--- config.mk ---
export PLATFORM = sky130hd
export DESIGN_NAME = snp_ctrl
export DESIGN_NICKNAME = d
export VERILOG_FILES = /design/src/design/snp_pkg.sv /design/src/design/snp_ctrl.sv
export SDC_FILE = /design/constraint.sdc
export NUM_CORES = 1
export LEC_CHECK = 0
export BUFFER_PORTS_ARGS = -buffer_cell sky130_fd_sc_hd__buf_4
export CORE_AREA = 2 2 39 41
export DETAILED_ROUTE_END_ITERATION = 6
export DIE_AREA = 0 0 41 43
export PLACE_DENSITY = 0.34
export RECOVER_POWER = 50
export SLEW_MARGIN = 10
export SYNTH_ARGS = -nofsm -noshare
export SYNTH_HDL_FRONTEND = slang
export SYNTH_SLANG_ARGS = --single-unit
--- constraint.sdc ---
create_clock -name i_clk -period 1.95 [get_ports i_clk]
set_input_delay 0.39 -clock i_clk [delete_from_list [all_inputs] [get_ports i_clk]]
set_output_delay 0.39 -clock i_clk [all_outputs]
set_load 0.02 [all_outputs]
--- src/design/snp_pkg.sv ---
`default_nettype none
package snp_pkg;
    localparam int MAX_CACHES  = 4;
    localparam int CACHE_BYTES = 65536;
    localparam int WAYS        = 4;
    localparam int BLOCK_BYTES = 64;

    localparam int NSETS_RAW = CACHE_BYTES / (BLOCK_BYTES * WAYS);
    localparam int NSETS     = (NSETS_RAW > 0) ? NSETS_RAW : 1;
    localparam int OFF_W     = $clog2(BLOCK_BYTES);
    localparam int SETB      = $clog2(NSETS);
    localparam int SET_W     = (SETB > 0) ? SETB : 1;
    localparam int TAG_W     = 32 - OFF_W - SETB;
    localparam int RANK_W    = (WAYS > 1) ? $clog2(WAYS) : 1;
    localparam int WAY_W     = RANK_W;
    localparam int CNT_W     = $clog2(MAX_CACHES + 1);
    localparam int LINE_W    = TAG_W + RANK_W + 3;
    localparam int ROW_W     = WAYS * LINE_W;

    localparam logic [2:0] ST_I  = 3'd0;
    localparam logic [2:0] ST_S  = 3'd1;
    localparam logic [2:0] ST_E  = 3'd2;
    localparam logic [2:0] ST_M  = 3'd3;
    localparam logic [2:0] ST_SC = 3'd4;
    localparam logic [2:0] ST_SM = 3'd5;

    localparam logic [2:0] BUS_NONE = 3'd0;
    localparam logic [2:0] BUS_RD   = 3'd1;
    localparam logic [2:0] BUS_RDX  = 3'd2;
    localparam logic [2:0] BUS_UPGR = 3'd3;
    localparam logic [2:0] BUS_UPD  = 3'd4;

    localparam logic [1:0] KIND_NONE  = 2'd0;
    localparam logic [1:0] KIND_FLUSH = 2'd1;
    localparam logic [1:0] KIND_OPT   = 2'd2;

    localparam logic [1:0] PR_MSI    = 2'd0;
    localparam logic [1:0] PR_MESI   = 2'd1;
    localparam logic [1:0] PR_DRAGON = 2'd2;

    typedef struct packed {
        logic [TAG_W-1:0]  tag;
        logic [RANK_W-1:0] rank;
        logic [2:0]        st;
    } t_line;

    typedef t_line [WAYS-1:0] t_row;

    typedef struct packed {
        logic             hit;
        logic [WAY_W-1:0] way;
    } t_find;

    typedef struct packed {
        logic [2:0] mt;
        logic [1:0] inv;
        logic [2:0] ns;
        logic       copies;
        logic [1:0] kind;
        logic [1:0] supid;
        logic       supv;
        logic [2:0] bus;
        logic       wb;
        logic       hit;
    } t_res;

    typedef struct packed {
        logic clr;
        logic cap;
        logic upd;
    } t_cmd;

    typedef struct packed {
        logic clr_last;
        logic slot_free;
    } t_sts;

    function automatic t_find f_find(input t_row row, input logic [TAG_W-1:0] tag);
        t_find r;
        r = '0;
        for (int w = WAYS - 1; w >= 0; w--) begin
            if (row[w].st != ST_I && row[w].tag == tag) begin
                r.hit = 1'b1;
                r.way = WAY_W'(w);
            end
        end
        return r;
    endfunction
endpackage
`default_nettype wire

--- src/design/snp_ctrl.sv ---
`default_nettype none
module snp_ctrl
    import snp_pkg::*;
(
    input  wire logic i_clk,
    input  wire logic i_rst_n,
    input  wire logic i_valid,
    output logic      o_ready,
    input  wire t_sts i_sts,
    output t_cmd      o_cmd
);
    localparam logic [1:0] S_CLR  = 2'd0;
    localparam logic [1:0] S_IDLE = 2'd1;
    localparam logic [1:0] S_READ = 2'd2;
    localparam logic [1:0] S_EXEC = 2'd3;

    logic [1:0] r_state, n_state;

    always_comb begin
        n_state = r_state;
        unique case (r_state)
            S_CLR:  if (i_sts.clr_last) n_state = S_IDLE;
            S_IDLE: if (i_valid) n_state = S_READ;
            S_READ: n_state = S_EXEC;
            S_EXEC: if (i_sts.slot_free) n_state = S_IDLE;
            default: n_state = S_CLR;
        endcase
    end

    always_ff @(posedge i_clk) begin
        if (!i_rst_n) begin
            r_state <= S_CLR;
        end else begin
            r_state <= n_state;
        end
    end

    assign o_ready   = (r_state == S_IDLE);
    assign o_cmd.clr = (r_state == S_CLR);
    assign o_cmd.cap = (r_state == S_IDLE) && i_valid;
    // hold the finished request until the result register frees up
    assign o_cmd.upd = (r_state == S_EXEC) && i_sts.slot_free;
endmodule
`default_nettype wire

==> reports/results.ini, run 1 <==
[run_status]
status = completed

[place]
dp_slack_ps = 391
place.gp.congestion = 0.634
place_hpwl_um = 294
io_buffers = 8

[synth]
ys_types = 9
synth_top_cell_by_area = ha_1
syn_nets = 29
syn_inst = 20
avgSynthCellArea_sq_um = 8.51
ys_seq_area_frac = 0.235
synth_area_sq_um = 170
yosysWarnings = 0
synth-seq-cells = 2
synth_top_area_share = 0.294
synthTopCellsByArea = ha_1, dfxtp_1, mux2i_1, inv_1, nand2_1

[layout]
num-fill-cells = 168
top_register = r_state
largest_reg_flops = 2
antenna_cells = 0
area_growth_pct = 53.7
reg.largest.list = r_state x2
fin_util = 0.189
layout-drive-gt1-share = 0.290
multi_input_area_sq_um = 111
mostFrequentLayoutCells = inv_1, buf_4, ha_1
seq_area_sq_um = 40.0
nets = 42

[route]
drcViolationCount = 0
wl_per_cell_um = 7.81
viasPerCell = 3.47
firstDrtPassIters = 4
ant_nets = 0
wl_um = 367
routed-via-count = 163
drtIter0Drc = 4

[clock_network]
cts_tree = yes
post-cts-setup-buffers = 0
cts-htree-levels = 1
ctsResizeCount = 0
hold_buffers = 0
clock-root-buffer = clkbuf_4
clkLatencyLatePin_ps = 220
clk_path_buf_depth = 2
clk_pin_slew_ps = 30
cts_made_buffers = 3
cts.sinks = 2

[floorplanning]
die_w_um = 41
fp-row-count = 14
initial_utilization = 0.123
io_pins = 9
die_area_sq_um = 1760
core-area_sq_um = 1380
die_h_um = 43

[setup_path]
start_kind = flip-flop
endpoint_kind = primary output
critPathRequiredTime_ps = 1560
rr_startpoint = r_state[0]
critPathKind = reg -> out
cp.arrival_ps = 1180
cp_max_fo = 3
crit_start = r_state[1]

[global_route]
grt_pass1_vias = 141
grt_max_degree = 6
grt_overflow = 0
antenna_found_initial = 0
track_usage = 0.0511
grt_pass1_wl_um = 524

[flow_run]
cap_violations = 0

[hold_path]
holdCritStartpoint = i_rst_n
hp-class = in -> reg

[timing]
fin_crit_sh = 0.803
maxSlewViolCount = 0
fin_worst_hold_slack_ps = 454
max_freq_mhz = 638
max_slew_margin = 0.654
setup_viol = 0
rsz0062_at_grt = no
hold_violations = 0
timing.final.ws_setup_ps = 384
fin_skew_ps = 0.0318
fin_setup_tns_ps = 0
fin_crit_ps = 1570
worstMarginPinSlew_ps = 519

[power]
powerDensity_nw_per_um2 = 1210
max-vdd-ir-drop_mv = 0.340
leakage_nw = 0.138

==> through the flow <==
step	instances	instance area (sq um)	total power, mW
after global placement	44	250	0.242
after CTS	47	273	0.342
after global routing	47	262	0.350
after floorplan	20	170	0.185
after detailed placement	44	250	0.244
final	47	262	0.315
==> per-layer routing <==
metal / routed length [um] / vias up / track usage
li1: - / 85 / -
met1: 165 / 65 / 0.0511
met2: 122 / 11 / 0.0531
met3: 64 / 2 / 0.0314
met4: 15 / 0 / 0.0800
met5: 0 / - / 0
==> logic make-up (layout without fill, tap and decap cells) <==
kind of cell / after synthesis / in the layout / share of synthesized area
mux: 2 / 2 / 0.118
buf+inv: 5 / 16 / 0.110
fa+ha+maj: 4 / 4 / 0.294
compound gates: 1 / 1 / 0.0588
flops: 2 / 2 / 0.235
simple gates: 6 / 6 / 0.184
==> path summary, 6_finish.rpt <==
| path | to | slack [ps] | depth (start not counted) |
|---|---|---|---|
| worst max-delay path | o_cmd[1] | 380 | 4 |
| worst min register to register | r_state[1] | 480 | 2 |
| worst min-delay path | r_state[0] | 450 | 3 |
| worst max register to register | r_state[1] | 430 | 4 |
==> critical path, cell delays in order, from the launching register on <==
cell and delay, ps:
dfxtp_1 340, inv_1 80, ha_1 200, and2_2 170
buf_4 150
==> final cells by class <==
type	instances	share of cell area
multi-input combinational	13	0.426
sequential	2	0.153
clock buffer	3	0.0861
tap	16	0.0766
timing repair buffer	8	0.187
inverter	5	0.0718
==> Yosys cell counts, drive strengths merged <==
cell / n
a222oi: 1
and2: 2
dfxtp: 2
ha: 4
inv: 5
mux2i: 2
nand2: 3
nand2b: 1
==> where the power goes <==
group          internal, mW  leakage, nW  switching [mW]  total [mW]
Sequential           0.0556       0.0166          0.0158      0.0714
Combinational        0.0645        0.107          0.0869       0.151
Clock                0.0680       0.0138          0.0247      0.0927
(Power assumes the default switching activity.)
==> inputs of run 2 (changes only) <==
==> constraint.sdc (replaced) <==
create_clock -name i_clk -period 1.45 [get_ports i_clk]
set_input_delay 0.29 -clock i_clk [delete_from_list [all_inputs] [get_ports i_clk]]
set_output_delay 0.29 -clock i_clk [all_outputs]
set_load 0.02 [all_outputs]
==> reports/results.ini, run 2 (synthesis results as in run 1) <==
[run_status]
status = completed

[timing]
timing.final.ws_setup_ps = 63.5
fin_crit_sh = 0.956
worstMarginPinSlew_ps = 279
setup_viol = 0
rsz0062_at_grt = no
max_slew_margin = 0.814
fin_setup_tns_ps = 0
maxSlewViolCount = 0
hold_violations = 0
fin_crit_ps = 1390
fin_worst_hold_slack_ps = 353
max_freq_mhz = 721
fin_skew_ps = 2.30

[layout]
area_growth_pct = 89.7
seq_area_sq_um = 42.5
num-fill-cells = 160
reg.largest.list = r_state x2
antenna_cells = 0
nets = 45
final_common_cell = buf_4
largest_reg_flops = 2
layout-drive-gt1-share = 0.618
top_register = r_state
mostFrequentLayoutCells = buf_4, inv_1, nand2_1, clkbuf_4
stdcell_count = 50
multi_input_area_sq_um = 129

[clock_network]
cts.sinks = 2
clock-root-buffer = clkbuf_4
clkLatencyLatePin_ps = 220
cts_tree = yes
hold_buffers = 0
clk_pin_slew_ps = 30
clk_path_buf_depth = 2
cts-htree-levels = 1
cts_made_buffers = 3

[setup_path]
cp_max_fo = 3
crit_slowest_cell = dfxtp_2
rr_startpoint = r_state[0]
ff2ff_setup_slack_ps = 150
critPathRequiredTime_ps = 1160
critPathKind = reg -> out
crit_family = flip-flops
cp_cell_sequence = buf_4 > ha_4 > and2_1 > buf_6
endpoint_kind = primary output
cp_slowest_stage_delay_ps = 320
r2r_end = r_state[0]
critPathBufInv = 2
start_kind = flip-flop
reg2reg_depth = 5
cp.arrival_ps = 1100

[hold_path]
hp-class = in -> reg
holdCritStartpoint = i_rst_n
whs_path_depth = 3
whs_endpoint = r_state[0]

[route]
viasPerCell = 3.58
ant_nets = 0
drtIter0Drc = 1
drcViolationCount = 0
routed-via-count = 179
wl_per_cell_um = 7.76
firstDrtPassIters = 4
wl_um = 388

[global_route]
track_usage = 0.0591
grt_max_degree = 5
grt_pass1_wl_um = 641
grt_overflow = 0
grt_pass1_vias = 173
antenna_found_initial = 0

[floorplanning]
core-area_sq_um = 1380
die_w_um = 41
die_area_sq_um = 1760
fp-row-count = 14
io_pins = 9
die_h_um = 43
initial_utilization = 0.123

[place]
placed_cells = 46
place.gp.congestion = 0.669
place_hpwl_um = 298
dp_slack_ps = 120
io_buffers = 8

[power]
fin_total_pwr_mw = 0.524
max-vdd-ir-drop_mv = 0.655
leakage_nw = 0.163
powerDensity_nw_per_um2 = 1620

[flow_run]
cap_violations = 0

## run 2: cell count changes in the layout (fill, tap and decap cells not counted), sizes merged
| cell | delta |
|---|---|
| buf | +6 |
| clkbuf | -3 |
## run 2: per-layer routing
layer	track usage	routed length (um)
met3	0.0314	48
met2	0.0781	157
met4	0.0600	0
met5	0	0
met1	0.0605	182
## run 2: worst max-delay path by stage
stage,startpoint,endpoint,slack [ps],cells after the start
floorplan,r_state[0],r_state[0],60,4
global placement,r_state[0],r_state[0],140,5
detailed placement,r_state[1],r_state[0],120,5
CTS,r_state[1],o_cmd[1],1,4
global route,r_state[1],o_cmd[1],20,4
finish,r_state[1],o_cmd[0],60,4
## run 2: timing repair
item / CTS / global route
buffers inserted: 0 / 1
gates resized for setup: 4 / 4
endpoints found under the setup margin: 2 / 3
## run 2: tightest hold or removal path: stages
cell and delay (ps):
buf_4 120, nand2_1 60, mux2i_1 50
## run 2: cell type report
| type | instances | share of cell area |
|---|---|---|
| Inverter | 5 | 0.0581 |
| Multi-Input combinational cell | 13 | 0.399 |
| Tap cell | 16 | 0.0620 |
| Timing Repair Buffer | 11 | 0.279 |
| Sequential cell | 2 | 0.132 |
| Clock buffer | 3 | 0.0698 |
## run 2: power by group
| part | switching (mW) | total [mW] | internal, mW |
|---|---|---|---|
| Sequential | 0.0176 | 0.0967 | 0.0790 |
| Clock | 0.0304 | 0.122 | 0.0912 |
| Combinational | 0.144 | 0.306 | 0.162 |
| Total | 0.192 | 0.524 | 0.332 |
## run 2: stage by stage
stage / cell area [sq um] / utilization
final: 323 / 0.233
after global routing: 323 / 0.233
after CTS: 300 / 0.217
after detailed placement: 268 / 0.193
after global placement: 268 / 0.193
after floorplan: 173 / -
==> inputs of run 3 (changes only) <==
--- a/config.mk
+++ b/config.mk
@@ -7,6 +7,7 @@
 export LEC_CHECK = 0
 export BUFFER_PORTS_ARGS = -buffer_cell sky130_fd_sc_hd__buf_4
 export CORE_AREA = 2 2 39 41
+export CTS_BUF_LIST = sky130_fd_sc_hd__clkbuf_8
 export DETAILED_ROUTE_END_ITERATION = 6
 export DIE_AREA = 0 0 41 43
 export PLACE_DENSITY = 0.34
==> reports/results.ini, run 3 (synthesis results as in run 1) <==
[global_route]
grt_pass1_wl_um = 641
grt_busiest_layer = met2
grt_pass1_vias = 173
grt_util_met1 = 0.0637
track_usage = 0.0571
grt_overflow = 0
grtUsageMet2 = 0.0781
grt_max_degree = 5
grtUsageMet3 = 0.0157
antenna_found_initial = 0

[layout]
antenna_cells = 0
fin_util = 0.231
final_common_cell = buf_4
stdcell_count = 49
num-fill-cells = 161
layout-drive-gt1-share = 0.576
area_growth_pct = 87.5
largest_reg_flops = 2
mostFrequentLayoutCells = buf_4, inv_1, nand2_1, ha_2, clkbuf_8
top_register = r_state
nets = 44
reg.largest.list = r_state x2
fin_area_sq_um = 319

[setup_path]
crit_family = flip-flops
critPathKind = reg -> out
cp_max_fo = 3
cp_slowest_stage_delay_ps = 320
endpoint_kind = primary output
critPathBufInv = 2
start_kind = flip-flop
cp.arrival_ps = 1120
crit_slowest_cell = dfxtp_2
cp_cell_sequence = buf_4 > ha_2 > and2_1 > buf_6
critPathRequiredTime_ps = 1160

[power]
max-vdd-ir-drop_mv = 0.748
pwr-share-comb = 0.475
switchingPower_mw = 0.189
leakage_nw = 0.163
seqPwrFrac = 0.159
p_sw_frac = 0.322
powerDensity_nw_per_um2 = 1840
p_int_mw = 0.399
p_clk_frac = 0.366

[clock_network]
cts.sinks = 2
clk_path_buf_depth = 2
cts_made_buffers = 3
clk_pin_slew_ps = 30
clock-root-buffer = clkbuf_8
cts_tree = yes
clkLatencyLatePin_ps = 210
cts-htree-levels = 1
post-cts-setup-buffers = 0
ctsResizeCount = 2
hold_buffers = 0

[timing]
setup_viol = 0
hold_violations = 0
fin_crit_ps = 1410
maxSlewViolCount = 0
max_slew_margin = 0.812
max_freq_mhz = 707
fin_crit_sh = 0.975
worstMarginPinSlew_ps = 281
fin_worst_hold_slack_ps = 366
fin_skew_ps = 2.33
rsz0062_at_grt = yes

[floorplanning]
io_pins = 9
die_area_sq_um = 1760
initial_utilization = 0.123
die_w_um = 41
core-area_sq_um = 1380
fp-row-count = 14
die_h_um = 43

[route]
routed-via-count = 173
viasPerCell = 3.53
drtIter0Drc = 2
firstDrtPassIters = 4
wl_um = 372
drcViolationCount = 0
ant_nets = 0
wl_per_cell_um = 7.59

[run_status]
status = completed

[place]
placed_cells = 46
io_buffers = 8
place_hpwl_um = 298
place.gp.congestion = 0.669
postPlaceCellArea_sq_um = 268

[flow_run]
cap_violations = 0

[hold_path]
hp-class = in -> reg

==> run 3: final timing paths <==
kind	start	endpoint	slack, ps	cells after the start
setup / recovery	r_state[0]	o_cmd[0]	40	4
hold / removal	i_rst_n	r_state[0]	370	3
setup reg to reg	r_state[1]	r_state[0]	120	5
hold reg to reg	r_state[1]	r_state[1]	490	2
==> run 3: metal layers <==
metal,part of all wire,up-vias
met5,0,-
met4,0,0
met3,0.11,0
met2,0.39,9
met1,0.49,74
li1,-,90
==> run 3: worst register-to-register path, cell delays in order, from the launching register on <==
cell      delay, ps
dfxtp_1         350
inv_2            60
ha_2            170
a222oi_1        310
buf_4           180
mux2i_1         170
==> run 3: area by class of cell <==
class	instances	area (sq um)	area share
clock buffer	3	41.3	0.129
timing repair buffer	10	78.8	0.247
multi-input combinational	13	119	0.373
tap	16	20.0	0.0627
inverter	5	18.8	0.0588
sequential	2	41.3	0.129
==> run 3: power by group through the flow <==
stage / logic, mW / clock network, mW / registers, mW
finish: 0.280 / 0.215 / 0.0934
global route: 0.315 / 0.227 / 0.0975
detailed placement: 0.278 / 0 / 0.0898
floorplan: 0.162 / 0 / 0.0919
global placement: 0.275 / 0 / 0.0913
CTS: 0.282 / 0.224 / 0.0899
==> run 3: stage by stage <==
step	power, mW	TNS, ps	worst slack [ps]
after detailed placement	0.367	0	120
after global placement	0.366	0	138
after floorplan	0.254	0	59.2
after CTS	0.596	0	4.39
after global routing	0.640	-12.9	-12.9
final	0.588	0	36.5
